<file path="config.mk">
export PLATFORM = sky130hd
export DESIGN_NAME = sth_front
export DESIGN_NICKNAME = d
export VERILOG_FILES = /design/src/rtl/core/sth_pkg.sv /design/src/rtl/core/sth_front.sv
export VERILOG_INCLUDE_DIRS = /design/src /design/src/rtl/core
export SDC_FILE = /design/constraint.sdc
export NUM_CORES = 1
export LEC_CHECK = 0
export BUFFER_PORTS_ARGS = -buffer_cell sky130_fd_sc_hd__buf_2
export CAP_MARGIN = 10
export CORE_ASPECT_RATIO = 1.4
export CORE_UTILIZATION = 40
export DETAILED_ROUTE_END_ITERATION = 6
export PLACE_DENSITY_LB_ADDON = 0.12
export SLEW_MARGIN = 30
export SYNTH_ARGS = -nofsm -noshare
export SYNTH_HDL_FRONTEND = slang
export SYNTH_SLANG_ARGS = --single-unit
</file>
<file path="constraint.sdc">
create_clock -name clk -period 5.9 [get_ports clk]
set_input_delay 0.59 -clock clk [delete_from_list [all_inputs] [get_ports clk]]
set_output_delay 0.59 -clock clk [all_outputs]
set_load 0.05 [all_outputs]
</file>
<file path="src/rtl/core/sip_tree_hash_four_lane_top_macros.svh">
// assertion helpers
`ifndef SIP_TREE_HASH_FOUR_LANE_TOP_MACROS_SVH
`define SIP_TREE_HASH_FOUR_LANE_TOP_MACROS_SVH
`define STH_ASSERT_IMP(lbl, a, c) \
  lbl: assert property (@(posedge clk) disable iff (!rst_n) (a) |-> (c)) else $error("lbl");
`define STH_ASSERT_NXT(lbl, a, c) \
  lbl: assert property (@(posedge clk) disable iff (!rst_n) (a) |=> (c)) else $error("lbl");
`endif

</file>
<file path="src/rtl/core/sth_pkg.sv">
`timescale 1ns / 1ps
package sth_pkg;
  localparam logic [63:0] INIT_C0 = 64'h736f6d6570736575;
  localparam logic [63:0] INIT_C1 = 64'h646f72616e646f6d;
  localparam logic [63:0] INIT_C2 = 64'h6c7967656e657261;
  localparam logic [63:0] INIT_C3 = 64'h7465646279746573;
  localparam logic [63:0] FINAL_MIX = 64'hFF;
  localparam int QUEUE_DEPTH = 4;
  localparam logic [1:0] CFG_KEY_0 = 2'd0;
  localparam logic [1:0] CFG_KEY_1 = 2'd1;
  localparam logic [1:0] CFG_KEY_2 = 2'd2;
  localparam logic [1:0] CFG_KEY_3 = 2'd3;

  typedef struct packed {
    logic [63:0] data_word;
    logic [3:0]  byte_count;
    logic        last_word;
  } in_item_t;

  typedef struct packed {
    logic [63:0] lane_hash_0;
    logic [63:0] lane_hash_1;
    logic [63:0] lane_hash_2;
    logic [63:0] lane_hash_3;
  } out_item_t;

  typedef logic [3:0][63:0] lane_vec_t;

  // one job for the back part: a word for one lane, or close of message
  typedef struct packed {
    logic        load;
    logic [1:0]  lane;
    logic [63:0] msg;
    logic        fin;
  } job_t;

  function automatic lane_vec_t arx_round(lane_vec_t v);
    logic [63:0] a, b, c, d;
    a = v[0] + v[1];
    c = v[2] + v[3];
    b = {v[1][50:0], v[1][63:51]} ^ a;
    d = {v[3][47:0], v[3][63:48]} ^ c;
    a = {a[31:0], a[63:32]};
    c = c + b;
    a = a + d;
    b = {b[46:0], b[63:47]} ^ c;
    d = {d[42:0], d[63:43]} ^ a;
    c = {c[31:0], c[63:32]};
    arx_round = '0;
    arx_round[0] = a;
    arx_round[1] = b;
    arx_round[2] = c;
    arx_round[3] = d;
  endfunction
endpackage

</file>
<file path="src/rtl/core/sth_front.sv">
`timescale 1ns / 1ps
module sth_front (
  input  logic              clk,
  input  logic              rst_n,
  input  logic              in_push,
  output logic              in_full,
  input  sth_pkg::in_item_t in_item,
  output logic              job_valid,
  input  logic              job_ready,
  output sth_pkg::job_t     job
);
  import sth_pkg::*;

  typedef enum logic [1:0] {
    F_PASS = 2'b01,
    F_TAIL = 2'b10
  } fstate_t;

  fstate_t     state_r, state_nxt;
  logic [1:0]  pos_r, pos_nxt, tail_lane_r, tail_lane_nxt;
  logic        open_r, open_nxt;
  logic [63:0] top_r, top_nxt;
  logic        pend_fin_r, pend_fin_nxt;
  logic [3:0]  c;
  logic [2:0]  keep;
  logic [5:0]  r;
  logic [63:0] word, tail, topw, d;
  logic        acc;

  assign d = in_item.data_word;
  assign c = (in_item.byte_count > 4'd8) ? 4'd8 : in_item.byte_count;
  assign keep = {1'b0, c[3:2]};
  assign r = {pos_r, 3'b000} + {2'b00, c};
  assign in_full = (state_r != F_PASS) || !job_ready;
  assign acc = in_push && !in_full;

  always_comb begin
    word = '0;
    tail = '0;
    case (keep)
      3'd0: tail = d;
      3'd1: begin
        word = {32'd0, d[31:0]};
        tail = {32'd0, d[63:32]};
      end
      default: word = d;
    endcase
    case (c[1:0])
      2'd1: tail = {56'd0, tail[7:0]};
      2'd2: tail = {48'd0, tail[15:0]};
      2'd3: tail = {40'd0, tail[23:0]};
      default: tail = '0;
    endcase
    topw = {({26'd0, r} << 24) | tail[31:0], 32'd0};
  end

  always_comb begin
    state_nxt = state_r;
    pos_nxt = pos_r;
    open_nxt = open_r;
    top_nxt = top_r;
    tail_lane_nxt = tail_lane_r;
    pend_fin_nxt = pend_fin_r;
    job_valid = 1'b0;
    job = '0;
    unique case (state_r)
      F_PASS: begin
        job.load = !open_r;
        job.lane = pos_r;
        job_valid = acc;
        if (acc) begin
          open_nxt = 1'b1;
          if (!in_item.last_word) begin
            job.msg = d;
            pos_nxt = pos_r + 2'd1;
          end else if (pos_r == 2'd3 && c == 4'd8) begin
            job.msg = d;
            top_nxt = '0;
            tail_lane_nxt = 2'd0;
            state_nxt = F_TAIL;
          end else if (pos_r == 2'd3) begin
            job.msg = word | topw;
            job.fin = 1'b1;
            open_nxt = 1'b0;
            pos_nxt = 2'd0;
          end else begin
            job.msg = word;
            top_nxt = topw;
            tail_lane_nxt = pos_r + 2'd1;
            state_nxt = F_TAIL;
          end
        end
      end
      F_TAIL: begin
        job_valid = 1'b1;
        job.lane = tail_lane_r;
        job.msg = (tail_lane_r == 2'd3) ? top_r : 64'd0;
        job.fin = (tail_lane_r == 2'd3);
        if (job_ready) begin
          tail_lane_nxt = tail_lane_r + 2'd1;
          if (tail_lane_r == 2'd3) begin
            state_nxt = F_PASS;
            open_nxt = 1'b0;
            pos_nxt = 2'd0;
          end
        end
      end
      default: state_nxt = F_PASS;
    endcase
  end

  always_ff @(posedge clk) begin
    if (!rst_n) begin
      state_r <= F_PASS;
      pos_r <= '0;
      open_r <= 1'b0;
      pend_fin_r <= 1'b0;
    end else begin
      state_r <= state_nxt;
      pos_r <= pos_nxt;
      open_r <= open_nxt;
      pend_fin_r <= pend_fin_nxt;
    end
    top_r <= top_nxt;
    tail_lane_r <= tail_lane_nxt;
  end

  `include "sip_tree_hash_four_lane_top_macros.svh"
  `STH_ASSERT_IMP(a_tail_no_accept, state_r == F_TAIL, in_full)
  `STH_ASSERT_NXT(a_fin_closes, job_valid && job_ready && job.fin, !open_r && pos_r == 2'd0)
  `STH_ASSERT_IMP(a_no_pend, 1'b1, !pend_fin_r)
endmodule

</file>
==> reports/results.ini <==
[die]
core_area_um2=6980
die-width_um=74.1
dieArea_um2=7630
std_cell_rows=36
fp.dieH_um=103
io_pins=143
initial_core_util_pct=41.7

[timing]
drv_slew=0
max_freq_mhz=301
rsz0062_at_grt=no
setup_tns_ns=0
fin_crit_sh_pct=56.4
tightestPinTransition_ns=0.907
maxSlewHeadroom_pct=39.5
skew_ns=0.00577
hold_viol_final=0
period_needed_ns=3.33
setup_viol=0

[placed_design]
dp.final_hpwl_mm=5.49
gp_congestion=0.737
port_buffers=142

[clock_network]
cts_resized=0
htree_levels=2
insertion_delay_ns=0.28
cts_root_buffer=clkbuf_8
cts_setup_buffers=0
path_clk_slew_ns=0.07
cts_sinks=37
cts_buffers=5
cts_tree=built
cts.path.max_buffers=2
postCtsHoldBufs=0

[worst_setup_path]
reg2reg_depth=4
crit_path_start_kind=register
arrival_ns=2.74
path_cells=inv_1 > ha_1 > and3_1 > and3_1 > buf_4 > a22oi_1 > a21oi_1 > buf_2
required_ns=5.31
worstPathMaxFanout=23
r2r-end=top_r[39]
cp-end-kind=output port
reg2reg_slack_ns=3.56
cpLargestDelayFamily=buffers and inverters
crit_path_frequent_cell=and3_1
cp_num_buf_inv=3
critical-path-slowest-cell=and3_1
critPathKind=reg -> out
slowest_delay_ns=0.46
regToRegStartpoint=state_r[1]

[run]
max_cap_viol_count=0

[global_routing]
grt_pass1_vias=2580
grt_antenna_before_repair=0
grt_max_degree=40
grt.total_usage_pct=20.6
grt_pass1_wl_mm=12.0
gr-total-overflow=0

[synthesis]
synth-simple-area-share_pct=23.0
ys_seq_elements=37
synth.avg_cell_area_um2=9.51
ys_seq_area_share_pct=36.5
ys_types=41
synthCells=306
yosys-top-cells-count=37 x and2_1, 37 x nand2_1, 32 x edfxtp_1
synth_mux_area_share_pct=9.20
synth-xor-area-share_pct=0
synth_top_area_share_pct=33.0
yosysWarnings=0
synth_area_leaders=edfxtp_1 33%, and2_1 8.0%, a22oi_2 7.7%
synth_compound_area_share_pct=22.7
synth-adder-area-share_pct=2.58
syn_nets=385
syn_area_um2=2910
async_flop_share_pct=0
ys.flop_type=edfxtp_1
synth_top_family_by_area=simple AND/OR/NAND/NOR gates
synth_edf_count=32
synth_area_leader_cell=edfxtp_1

[power]
cellLeakagePower_nw=1.66
vdd_drop_max_v=0.000189
finalPower_mw=0.839
power.density_nw_per_um2=226

[run_status]
status=finished, final reports clean

[worst_hold_path]
hold_depth=2
hold_class=reg -> reg
hold_end=open_r
min_from=open_r

[drt]
antenna_left=0
vias=2731
vias_per_cell=5.17
dr_wl_met3_um=363
wl_met1_mm=3.10
drc_errors=0
route.met2.wl_mm=4.18
firstDrtPassIters=4
top_layer=met4
wire_per_inst_um=14.6
drt-total-wl_mm=7.73
drt_iter0_drc=128

[layout]
layout-drive-gt1-share_pct=46.0
area.growth.synth_to_final_pct=27.5
antennaDiodeCount=0
final_nets=511

[where the power goes]
group,internal (mW),total (mW),switching [mW]
combinational,0.0988,0.346,0.248
sequential,0.300,0.308,0.00767
clock,0.0954,0.184,0.0886
[kinds of logic (layout without fill, tap and decap cells)]
logic type      after synthesis  in the layout
compound gates               76             76
flops                        37             37
fa+ha+maj                     6              6
mux                          26             26
buf+inv                      29            156
simple gates                132            132
[area by class of cell]
| cell class | count | area, µm² |
|---|---|---|
| clock buffers | 8 | 90.1 |
| fillers | 681 | 3270 |
| inverters | 4 | 15.0 |
| multi-input cells | 240 | 1700 |
| flip-flops and latches | 37 | 1060 |
| well taps | 95 | 119 |
| repair buffers | 144 | 726 |
[per-layer routing]
layer | track usage, % | vias up
met1 | 23.3 | 1272
li1 | - | 1354
met2 | 38.5 | 99
met5 | 0 | -
met4 | 7.99 | 0
met3 | 2.74 | 6
[per-stage QoR]
stage               instance area (µm²)  setup WS (ns)  cells  util (%)  hold WS (ns)
floorplan                          2910           2.75    306         -         0.449
global placement                   3610           2.69    520      51.6         0.461
detailed placement                 3610           2.64    520      51.6         0.472
CTS                                3700           2.33    528      52.9         0.484
global route                       3710           2.35    528      53.2         0.521
finish                             3710           2.57    528      53.2         0.482
[sequential cells by signal, summed over array words and instances, names as in the netlist]
name,cells
open_r,1
top_r,30
state_r,2
tail_lane_r,2
pos_r,2
[tightest hold or removal path: cells and delay by family (launching register included)]
family	cells	cell delay, ns
AOI/OAI and AO/OA	2	0.13
DFF	1	0.32
[cell usage in the layout, fill, tap and decap left out, types with 2 or more instances in the layout]
| cell | count |
|---|---|
| inv_1 | 4 |
| dfxtp_1 | 5 |
| and3_1 | 2 |
| nor2b_1 | 10 |
| nor2_1 | 25 |
| nand3_1 | 2 |
| and2_1 | 36 |
| edfxtp_1 | 32 |
| nor3_1 | 6 |
| clkbuf_8 | 6 |
| o21ai_0 | 5 |
| a222oi_1 | 6 |
| ha_1 | 5 |
| a22oi_2 | 18 |
| a21o_1 | 2 |
| mux2i_1 | 20 |
| buf_4 | 2 |
| nand2_1 | 37 |
| nor4b_1 | 2 |
| buf_2 | 142 |
| mux2_2 | 6 |
| nand2b_1 | 4 |
| a22oi_1 | 5 |
| clkbuf_1 | 2 |
| a21oi_1 | 13 |
| a21oi_2 | 19 |
| nor2_4 | 2 |
[worst max-delay path by stage]
stage,slack (ns),from,depth (start not counted),to
after detailed placement,2.64,in_item[3],5,job[18]
after global placement,2.69,in_item[3],5,job[6]
final,2.57,state_r[1],8,job[57]
after floorplan,2.75,state_r[0],4,job[63]
after CTS,2.33,state_r[1],7,job[29]
after global routing,2.35,state_r[1],8,job[57]
No activity file was read; power rests on OpenSTA's default activity.
