File: config.mk
export PLATFORM = sky130hd
export DESIGN_NAME = sth_queue
export DESIGN_NICKNAME = d
export VERILOG_FILES = /design/src/rtl/core/sip_tree_hash_four_lane_top_macros.svh /design/src/rtl/core/sth_pkg.sv /design/src/rtl/core/sth_queue.sv
export SDC_FILE = /design/constraint.sdc
export NUM_CORES = 1
export LEC_CHECK = 0
export ABC_CLOCK_PERIOD_IN_PS = 7180
export BUFFER_PORTS_ARGS = -buffer_cell sky130_fd_sc_hd__buf_2
export CORE_MARGIN = 2
export CORE_UTILIZATION = 40
export DETAILED_ROUTE_END_ITERATION = 10
export PLACE_DENSITY = 0.67
export SLEW_MARGIN = 20
export SYNTH_ARGS = -nofsm -noshare
export SYNTH_HDL_FRONTEND = slang
export SYNTH_SLANG_ARGS = --single-unit
export TNS_END_PERCENT = 100
File: constraint.sdc
create_clock -name clk -period 7.18 [get_ports clk]
set_input_delay 0.359 -clock clk [delete_from_list [all_inputs] [get_ports clk]]
set_output_delay 0.359 -clock clk [all_outputs]
set_load 0.05 [all_outputs]
File: src/rtl/core/sip_tree_hash_four_lane_top_macros.svh
// assertion helpers
`ifndef SIP_TREE_HASH_FOUR_LANE_TOP_MACROS_SVH
`define SIP_TREE_HASH_FOUR_LANE_TOP_MACROS_SVH
`define STH_ASSERT_IMP(lbl, a, c) \
  lbl: assert property (@(posedge clk) disable iff (!rst_n) (a) |-> (c)) else $error("lbl");
`define STH_ASSERT_NXT(lbl, a, c) \
  lbl: assert property (@(posedge clk) disable iff (!rst_n) (a) |=> (c)) else $error("lbl");
`endif

File: src/rtl/core/sth_pkg.sv
`timescale 1ns / 1ps
package sth_pkg;
  localparam logic [63:0] INIT_C0 = 64'h736f6d6570736575;
  localparam logic [63:0] INIT_C1 = 64'h646f72616e646f6d;
  localparam logic [63:0] INIT_C2 = 64'h6c7967656e657261;
  localparam logic [63:0] INIT_C3 = 64'h7465646279746573;
  localparam logic [63:0] FINAL_MIX = 64'hFF;
  localparam int QUEUE_DEPTH = 4;
  localparam logic [1:0] CFG_KEY_0 = 2'd0;
  localparam logic [1:0] CFG_KEY_1 = 2'd1;
  localparam logic [1:0] CFG_KEY_2 = 2'd2;
  localparam logic [1:0] CFG_KEY_3 = 2'd3;

  typedef struct packed {
    logic [63:0] data_word;
    logic [3:0]  byte_count;
    logic        last_word;
  } in_item_t;

  typedef struct packed {
    logic [63:0] lane_hash_0;
    logic [63:0] lane_hash_1;
    logic [63:0] lane_hash_2;
    logic [63:0] lane_hash_3;
  } out_item_t;

  typedef logic [3:0][63:0] lane_vec_t;

  // one job for the back part: a word for one lane, or close of message
  typedef struct packed {
    logic        load;
    logic [1:0]  lane;
    logic [63:0] msg;
    logic        fin;
  } job_t;

  function automatic lane_vec_t arx_round(lane_vec_t v);
    logic [63:0] a, b, c, d;
    a = v[0] + v[1];
    c = v[2] + v[3];
    b = {v[1][50:0], v[1][63:51]} ^ a;
    d = {v[3][47:0], v[3][63:48]} ^ c;
    a = {a[31:0], a[63:32]};
    c = c + b;
    a = a + d;
    b = {b[46:0], b[63:47]} ^ c;
    d = {d[42:0], d[63:43]} ^ a;
    c = {c[31:0], c[63:32]};
    arx_round = '0;
    arx_round[0] = a;
    arx_round[1] = b;
    arx_round[2] = c;
    arx_round[3] = d;
  endfunction
endpackage

File: src/rtl/core/sth_queue.sv
`timescale 1ns / 1ps
module sth_queue #(
  parameter int DEPTH = sth_pkg::QUEUE_DEPTH,
  parameter int W = 1
) (
  input  logic         clk,
  input  logic         rst_n,
  input  logic         wr_valid,
  output logic         wr_ready,
  input  logic [W-1:0] wr_data,
  output logic         rd_valid,
  input  logic         rd_ready,
  output logic [W-1:0] rd_data
);
  localparam int AW = (DEPTH > 1) ? $clog2(DEPTH) : 1;
  logic [W-1:0]  mem_r [DEPTH];
  logic [AW-1:0] wp_r, rp_r;
  logic [AW:0]   cnt_r;
  logic          wr, rd;

  assign wr_ready = cnt_r != DEPTH[AW:0];
  assign rd_valid = cnt_r != '0;
  assign rd_data = mem_r[rp_r];
  assign wr = wr_valid && wr_ready;
  assign rd = rd_valid && rd_ready;

  always_ff @(posedge clk) begin
    if (!rst_n) begin
      wp_r <= '0;
      rp_r <= '0;
      cnt_r <= '0;
    end else begin
      if (wr) wp_r <= (wp_r == AW'(DEPTH - 1)) ? '0 : wp_r + 1'b1;
      if (rd) rp_r <= (rp_r == AW'(DEPTH - 1)) ? '0 : rp_r + 1'b1;
      cnt_r <= cnt_r + (AW+1)'(wr) - (AW+1)'(rd);
    end
    if (wr) mem_r[wp_r] <= wr_data;
  end
endmodule

==> results of run 1 <==
-- routing by layer --
layer / GRT usage / share of wire
met1: 0.135 / 0.49
met2: 0.171 / 0.47
met3: 0.0375 / 0.035
met4: 0.0364 / 0
met5: 0 / 0
-- worst min-delay path by stage --
stage                to  depth (start not counted)  slack (ns)  startpoint
5_1_grt        mem_r[3]                          1        0.31     wr_data
6_report       mem_r[3]                          1        0.31     wr_data
3_3_place_gp    wp_r[1]                          2        0.49     wp_r[1]
2_1_floorplan  mem_r[0]                          0        0.46     wr_data
4_1_cts        mem_r[3]                          1        0.31     wr_data
3_5_place_dp    wp_r[1]                          2        0.50     wp_r[1]
-- cells in the mapped netlist (2+ instances only) --
library cell,count
dfxtp_1,9
ha_1,7
inv_1,6
nand2_1,5
edfxtp_1,4
and2_1,2
and3_1,2
and3_2,2
nand3_1,2
nor2_1,2
o21ai_0,2
xnor2_1,2
-- final cells by class --
type	count	area, um2	area share
clock buffer	3	22.5	0.0322
clock inverter	1	5.00	0.00716
inverter	6	22.5	0.0322
multi-input combinational	36	294	0.420
sequential	13	300	0.429
tap	16	20.0	0.0286
timing repair buffer	7	35.0	0.0501
-- metrics by stage --
stage	instance area (um2)	hold slack (ns)	power, mW	std cells	util
floorplan	632	0.458	0.192	57	-
global placement	672	0.488	0.205	78	0.451
detailed placement	672	0.496	0.208	78	0.451
CTS	699	0.312	0.253	82	0.470
global route	699	0.305	0.270	82	0.470
finish	699	0.308	0.251	82	0.470
-- power by group through the flow --
stage / clock network [mW] / registers, mW / logic, mW
floorplan: 0 / 0.105 / 0.0867
global route: 0.0501 / 0.109 / 0.111
detailed placement: 0 / 0.108 / 0.0993
global placement: 0 / 0.108 / 0.0969
CTS: 0.0465 / 0.107 / 0.0997
finish: 0.0463 / 0.106 / 0.0985
-- kinds of logic (layout without fill, tap and decap cells) --
kind of cell    count (synthesis)  count (layout)  synth area share
compound gates                  4               4            0.0356
xor+xnor                        2               2            0.0277
fa+ha+maj                       8               8             0.170
buf+inv                         8              17            0.0594
flops                          13              13             0.475
mux                             2               2            0.0515
simple gates                   20              20             0.180
==> impl_metrics.json, run 1 <==
{
  "p_switching_mw": 0.0982,
  "slew_viol_final": 0,
  "crit_path_cell_trace": "or3b_1 > and2_4 > inv_1 > ha_1 > inv_1 > ha_1 > inv_1 > fa_1 > xnor2_1 > xnor2_1 > and2_1",
  "clkLatencyLatePin_ns": 0.28,
  "cp.buffers_inverters": 3,
  "synthFlopType": "dfxtp_1",
  "nFillCells": 128,
  "cp.depth": 11,
  "timing.fmax_mhz": 410,
  "grt_max_degree": 12,
  "netlist_area_um2": 632,
  "layout_commonest_cell": "dfxtp_1",
  "antenna_found_initial": 0,
  "netlist_instances": 57,
  "p_leak_nw": 0.318,
  "cp-start-kind": "flop",
  "period_share": 0.340,
  "crit_end": "cnt_r[2]",
  "worst-setup-path-type": "reg2reg",
  "crit_path_frequent_cell": "inv_1",
  "ant_nets": 0,
  "ys_warn_count": 0,
  "synth_fp_nets": 70,
  "maxCapViolCount": 0,
  "cp_max_fo": 7,
  "finalWorstSetupSlack_ns": 4.74,
  "reg2reg_slack_ns": 4.74,
  "area.growth.synth_to_final_pct": 10.7,
  "drc": 0,
  "grtUsageTotal": 0.107,
  "r2r_cells": 11,
  "ir_drop_mv": 0.197,
  "port_buffers": 7,
  "grt_pass1_wl_mm": 1.48,
  "synth_seq_cells": 13,
  "synthTopCellsByArea": "dfxtp_1 29%, edfxtp_1 19%, ha_1 14%",
  "power_frac_comb": 0.392,
  "drive_gt1_frac": 0.242,
  "io-pin-count": 8,
  "crit_arrival_ns": 2.62,
  "cts_resized": 0,
  "htree_levels": 1,
  "p_clk_frac": 0.184,
  "path_clk_slew_ns": 0.09,
  "die_area_mm2": 0.00191,
  "async_reset_ff_frac": 0,
  "outcome": "finished, final reports clean",
  "grt_pass1_vias": 343,
  "worst_path_largest_cell_delay_ns": 0.49,
  "cts_root_buf": "clkbuf_4",
  "reg2reg_to": "cnt_r[2]",
  "worst_slew_margin_rel": 0.624,
  "cp_top_family": "simple AND/OR/NAND/NOR gates",
  "internal_power_mw": 0.153,
  "synth_top_area_frac": 0.285,
  "cp.required_ns": 7.36,
  "p_per_area_mw_per_mm2": 359,
  "cts_made_buffers": 3,
  "core_area_mm2": 0.00149,
  "pwr-share-seq": 0.424,
  "final_cell_mix": "9 x dfxtp_1, 7 x ha_1, 7 x buf_2, 6 x inv_1, 5 x nand2_1",
  "setup_viol": 0,
  "regToRegStartpoint": "cnt_r[1]",
  "skew_ns": 0.00457,
  "drtIter0Drc": 9,
  "overflow": 0,
  "final_nets": 80,
  "dp_slack_ns": 4.75,
  "cp-end-kind": "flop",
  "clockBufferDepth": 2,
  "routed_via_density": 4.89,
  "drt-pass1-iter-count": 4,
  "swShare": 0.391,
  "yosysSeqAreaShare": 0.475,
  "fin_crit_ns": 2.44,
  "vias": 401,
  "diodes": 0,
  "die_h_um": 43.7,
  "min_path_type": "in2reg",
  "drt-wirelength-per-cell_um": 10.7,
  "die_x_um": 43.7,
  "rsz0062_at_grt": "no",
  "synth_top_cell_by_area": "dfxtp_1",
  "worst_pin_slew_ns": 0.560,
  "cts_tree": "built",
  "hold_viol_final": 0,
  "holdBufCountCts": 0,
  "wl_um": 874,
  "crit_start": "cnt_r[1]",
  "post_cts_buffers": 0,
  "cts.sinks": 13,
  "rows": 14,
  "place.gp.congestion": 0.730,
  "start_util": 0.424,
  "synth-edff-count": 4,
  "synth_area_per_cell_um2": 11.1,
  "crit_path_top_delay_cell": "or3b_1",
  "setup_tns_ns": 0,
  "synth_cell_types": 24
}
Note: power is estimated with default switching activity, not from simulation.
==> run 2: changes to the inputs <==
--- a/config.mk
+++ b/config.mk
@@ -5,12 +5,12 @@
 export SDC_FILE = /design/constraint.sdc
 export NUM_CORES = 1
 export LEC_CHECK = 0
-export ABC_CLOCK_PERIOD_IN_PS = 7180
+export ABC_CLOCK_PERIOD_IN_PS = 2000
 export BUFFER_PORTS_ARGS = -buffer_cell sky130_fd_sc_hd__buf_2
 export CORE_MARGIN = 2
 export CORE_UTILIZATION = 40
 export DETAILED_ROUTE_END_ITERATION = 10
-export PLACE_DENSITY = 0.67
+export PLACE_DENSITY = 0.69
 export SLEW_MARGIN = 20
 export SYNTH_ARGS = -nofsm -noshare
 export SYNTH_HDL_FRONTEND = slang
==> constraint.sdc (replaced) <==
create_clock -name clk -period 2 [get_ports clk]
set_input_delay 0.1 -clock clk [delete_from_list [all_inputs] [get_ports clk]]
set_output_delay 0.1 -clock clk [all_outputs]
set_load 0.05 [all_outputs]
==> run 2 against run 1 <==
  * The flow now finishes with violations (negative setup slack)
  * First-iteration DRC count is 56% lower
  * Wire length is 24% higher
  * Maximum frequency is 12% higher
  * Clock skew is 0.0026 ns higher
  * Via count is 8.2% higher
  * Critical path depth stayed put
  * Core utilization is 9.3 points higher
  * Hold slack worse by 0.27 ns
  * Largest cell class is now multi-input combinational cells
==> impl_metrics.json, run 2 (synthesis gave the netlist of run 1 again) <==
{
  "drt-pass1-iter-count": 3,
  "path_clk_slew_ns": 0.09,
  "grt_max_degree": 12,
  "drt-wirelength-per-cell_um": 11.6,
  "reg2reg_to": "cnt_r[2]",
  "setup_viol": 1,
  "die_x_um": 43.7,
  "crit_arrival_ns": 2.37,
  "dp_hpwl_um": 797,
  "finalWorstSetupSlack_ns": -0.185,
  "grtUsageTotal": 0.151,
  "maxCapViolCount": 0,
  "min_path_type": "in2reg",
  "p_per_area_mw_per_mm2": 1300,
  "timing.fmax_mhz": 458,
  "port_buffers": 7,
  "nFillCells": 119,
  "cp-end-kind": "flop",
  "worst_slew_margin_rel": 0.834,
  "ant_nets": 0,
  "ir_drop_mv": 0.782,
  "place.gp.congestion": 0.716,
  "regArea_um2": 304,
  "drc": 0,
  "io-pin-count": 8,
  "final_nets": 91,
  "vias": 434,
  "holdBufCountCts": 0,
  "reg2reg_slack_ns": -0.18,
  "wl_mm": 1.08,
  "slew_viol_final": 0,
  "routed_via_density": 4.67,
  "drive_gt1_frac": 0.494,
  "skew_ns": 0.00712,
  "layout_commonest_cell": "buf_4",
  "area.growth.synth_to_final_pct": 32.7,
  "cts.sinks": 13,
  "rsz0062_at_grt": "yes",
  "cts_tree": "built",
  "htree_levels": 1,
  "diodes": 0,
  "hold_viol_final": 0,
  "fin_hold_ws_ns": 0.0408,
  "hold_path.startpoint": "wr_data",
  "cp-start-kind": "flop",
  "cp_max_fo": 2,
  "worst_pin_slew_ns": 0.250,
  "r2r_cells": 11,
  "regToRegStartpoint": "cnt_r[0]",
  "violations": "negative setup slack",
  "clockBufferDepth": 2,
  "outcome": "finished with violations",
  "period_share": 1.09,
  "core_area_mm2": 0.00149,
  "cts_root_buf": "clkbuf_4",
  "hold-path-cell-count": 1,
  "multiInputGateArea_um2": 345,
  "rows": 14,
  "grt_pass1_wl_mm": 2.06,
  "drtIter0Drc": 4,
  "overflow": 0,
  "worst-setup-path-type": "reg2reg",
  "cp.required_ns": 2.18,
  "antenna_found_initial": 0,
  "p_leak_nw": 0.372,
  "start_util": 0.424,
  "fin_crit_ns": 2.18,
  "die_area_mm2": 0.00191,
  "dp_slack_ns": -0.229,
  "final_cell_mix": "11 x buf_4, 7 x buf_2, 6 x dfxtp_1, 5 x nand2_1, 5 x ha_1",
  "clkLatencyLatePin_ns": 0.28,
  "grt_pass1_vias": 488,
  "holdPathEnd": "mem_r[1]",
  "cts_made_buffers": 3,
  "die_h_um": 43.7,
  "final_core_util": 0.563
}
==> run 2: changes by cell type in the layout (fill, tap and decap cells not counted), moves of 2 or more <==
cell and delta:
ha_1 -2, dfxtp_2 +3, dfxtp_1 -3, buf_4 +11, ha_4 +2, inv_1 -3
inv_2 +2
==> run 2: cell type report <==
class,count,area share
tap,16,0.0239
clock buffer,4,0.0313
multi-input combinational,36,0.412
sequential,13,0.363
inverter,6,0.0299
timing repair buffer,18,0.140
==> run 2: how the worst max path moves through the flow <==
stage,startpoint,endpoint,cells after the start
2_1_floorplan,cnt_r[1],cnt_r[2],12
3_3_place_gp,cnt_r[0],cnt_r[2],11
3_5_place_dp,cnt_r[0],cnt_r[2],11
4_1_cts,cnt_r[1],cnt_r[2],11
5_1_grt,cnt_r[0],cnt_r[2],11
6_report,cnt_r[0],cnt_r[2],11
==> run 2: what timing repair did <==
| action | in CTS | in global routing |
|---|---|---|
| endpoints found under the setup margin | 2 | 2 |
| gates cloned | 0 | 0 |
| setup buffers | 2 | 1 |
| resized for setup | 9 | 3 |
| pin swaps | 7 | 5 |
==> run 2: per-stage QoR <==
stage	cell area, um2	power [mW]	setup TNS, ns	instances
finish	838	1.09	-0.185	93
global route	838	1.18	-0.286	93
CTS	818	1.08	-0.249	92
detailed placement	737	0.826	-0.270	86
global placement	737	0.810	-0.180	86
floorplan	637	0.693	-0.481	57
==> run 2: power by group <==
group / internal, mW / switching, mW / leakage [nW]
registers: 0.337 / 0.0346 / 0.112
logic: 0.268 / 0.284 / 0.245
clock network: 0.0773 / 0.0904 / 0.0150
==> run 2: routing by layer <==
metal / global-route usage / vias up / wire [um]
met5: 0 / - / 0
met2: 0.244 / 8 / 517
met1: 0.170 / 195 / 506
met3: 0.0667 / 2 / 47
li1: - / 229 / -
met4: 0.0727 / 0 / 9
==> run 2: critical path: stages, from the launching register on <==
cell and delay, ns:
dfxtp_2 0.33, or3b_4 0.39, and2_4 0.15, inv_2 0.06
ha_4 0.19, inv_4 0.05, ha_4 0.11, inv_2 0.03
fa_2 0.36, xnor2_2 0.15, xnor2_1 0.12, and2_1 0.15
==> run 3: changes to the inputs <==
--- a/config.mk
+++ b/config.mk
@@ -11,6 +11,7 @@
 export CORE_UTILIZATION = 40
 export DETAILED_ROUTE_END_ITERATION = 10
 export PLACE_DENSITY = 0.69
+export RECOVER_POWER = 50
 export SLEW_MARGIN = 20
 export SYNTH_ARGS = -nofsm -noshare
 export SYNTH_HDL_FRONTEND = slang
==> run 3 against run 2 <==
  * Combinational power down 1%
  * Via count unchanged
  * The flow still finishes with violations (negative setup slack)
  * Clock skew down 0.00052 ns
  * Global-route usage unchanged
==> impl_metrics.json, run 3 (synthesis gave the netlist of run 1 again) <==
{
  "crit_path_cell_trace": "or3b_4 > and2_4 > inv_2 > ha_4 > inv_4 > ha_4 > inv_2 > fa_2 > xnor2_2 > xnor2_1 > and2_1",
  "area.growth.synth_to_final_pct": 31.9,
  "hold_viol_final": 0,
  "cp_max_fo": 2,
  "antenna_found_initial": 0,
  "grt_pass1_vias": 488,
  "ir_drop_mv": 0.781,
  "start_util": 0.424,
  "place.gp.congestion": 0.716,
  "wl_mm": 1.08,
  "violations": "negative setup slack",
  "overflow": 0,
  "die_area_mm2": 0.00191,
  "clockBufferDepth": 2,
  "final_nets": 91,
  "grt_max_degree": 12,
  "die_x_um": 43.7,
  "final_cell_mix": "10 x buf_4, 6 x dfxtp_1, 6 x buf_2, 5 x nand2_1, 5 x ha_1",
  "grt_pass1_wl_mm": 2.06,
  "worst_path_largest_cell_delay_ns": 0.39,
  "port_buffers": 7,
  "cts.sinks": 13,
  "outcome": "finished with violations",
  "min_path_type": "in2reg",
  "timing.fmax_mhz": 458,
  "maxCapViolCount": 0,
  "fin_crit_ns": 2.18,
  "crit_path_top_delay_cell": "or3b_4",
  "rows": 14,
  "placed_cells": 86,
  "htree_levels": 1,
  "worst_slew_margin_rel": 0.834,
  "period_share": 1.09,
  "slew_viol_final": 0,
  "cp-end-kind": "flop",
  "worst_pin_slew_ns": 0.250,
  "cp_top_family": "simple AND/OR/NAND/NOR gates",
  "core_area_mm2": 0.00149,
  "ant_nets": 0,
  "finalWorstSetupSlack_ns": -0.185,
  "drive_gt1_frac": 0.468,
  "worst-setup-path-type": "reg2reg",
  "skew_ns": 0.00660,
  "drtIter0Drc": 4,
  "cts_tree": "built",
  "final_core_util": 0.560,
  "path_clk_slew_ns": 0.09,
  "total_power_mw": 1.09,
  "p_leak_nw": 0.366,
  "diodes": 0,
  "routed_via_density": 4.67,
  "cp.buffers_inverters": 3,
  "crit_arrival_ns": 2.37,
  "drt-wirelength-per-cell_um": 11.6,
  "dp_hpwl_um": 797,
  "setup_viol": 1,
  "clkLatencyLatePin_ns": 0.28,
  "rsz0062_at_grt": "yes",
  "cp-start-kind": "flop",
  "drt-pass1-iter-count": 3,
  "cts_made_buffers": 3,
  "layout.cells.non_filler": 93,
  "io-pin-count": 8,
  "grtUsageTotal": 0.151,
  "die_h_um": 43.7,
  "vias": 434,
  "cts_root_buf": "clkbuf_4",
  "drc": 0,
  "layout_commonest_cell": "buf_4",
  "nFillCells": 120,
  "p_per_area_mw_per_mm2": 1300,
  "cp.required_ns": 2.18
}
-- run 3: cell types whose count changed in the layout (fill, tap and decap cells not counted), sizes merged --
cell	previous run	this run
buf	18	16
clkbuf	4	6
-- run 3: where the power goes --
part	switching (mW)	leakage, nW	internal [mW]
clock	0.0908	0.0150	0.0773
combinational	0.284	0.239	0.262
sequential	0.0346	0.112	0.337
-- run 3: what timing repair did --
item | in CTS | in global routing
buffers inserted | 2 | 1
resized for setup | 9 | 3
pin swaps | 7 | 5
setup endpoints to repair | 2 | 2
hold buffers | 0 | 0
-- run 3: path summary, 6_finish.rpt --
path             from       end  slack (ns)  cells past startpoint
min reg2reg   wp_r[1]   wp_r[1]        0.51                      2
max          cnt_r[0]  cnt_r[2]       -0.18                     11
min           wr_data  mem_r[1]        0.09                      1
max reg2reg  cnt_r[0]  cnt_r[2]       -0.18                     11
-- run 3: per-stage QoR --
stage	cell area (um2)	setup slack, ns	hold slack (ns)	setup TNS [ns]
finish	833	-0.185	0.0867	-0.185
global placement	737	-0.178	0.327	-0.180
detailed placement	737	-0.229	0.331	-0.270
CTS	818	-0.227	0.0364	-0.249
global route	833	-0.261	0.0848	-0.286
floorplan	637	-0.329	0.199	-0.481
-- run 3: per-layer routing --
| metal | share of wire | up-vias | global-route usage |
|---|---|---|---|
| li1 | - | 229 | - |
| met1 | 0.47 | 195 | 0.170 |
| met2 | 0.48 | 8 | 0.244 |
| met3 | 0.043 | 2 | 0.0667 |
| met4 | 0.0083 | 0 | 0.0727 |
| met5 | 0 | - | 0 |
-- run 3: final cells by class --
cell class,instances,area [um2],area share
Multi-Input combinational cell,36,345,0.414
Sequential cell,13,304,0.365
Timing Repair Buffer,18,113,0.135
Clock buffer,4,26.3,0.0315
Inverter,6,25.0,0.0300
Tap cell,16,20.0,0.0240
-- run 3: worst reg2reg max path, cell delays in order, from the launching register on --
cell     delay (ns)
dfxtp_2        0.33
or3b_4         0.39
and2_4         0.15
inv_2          0.06
ha_4           0.19
inv_4          0.05
ha_4           0.11
inv_2          0.03
fa_2           0.36
xnor2_2        0.15
xnor2_1        0.12
and2_1         0.15
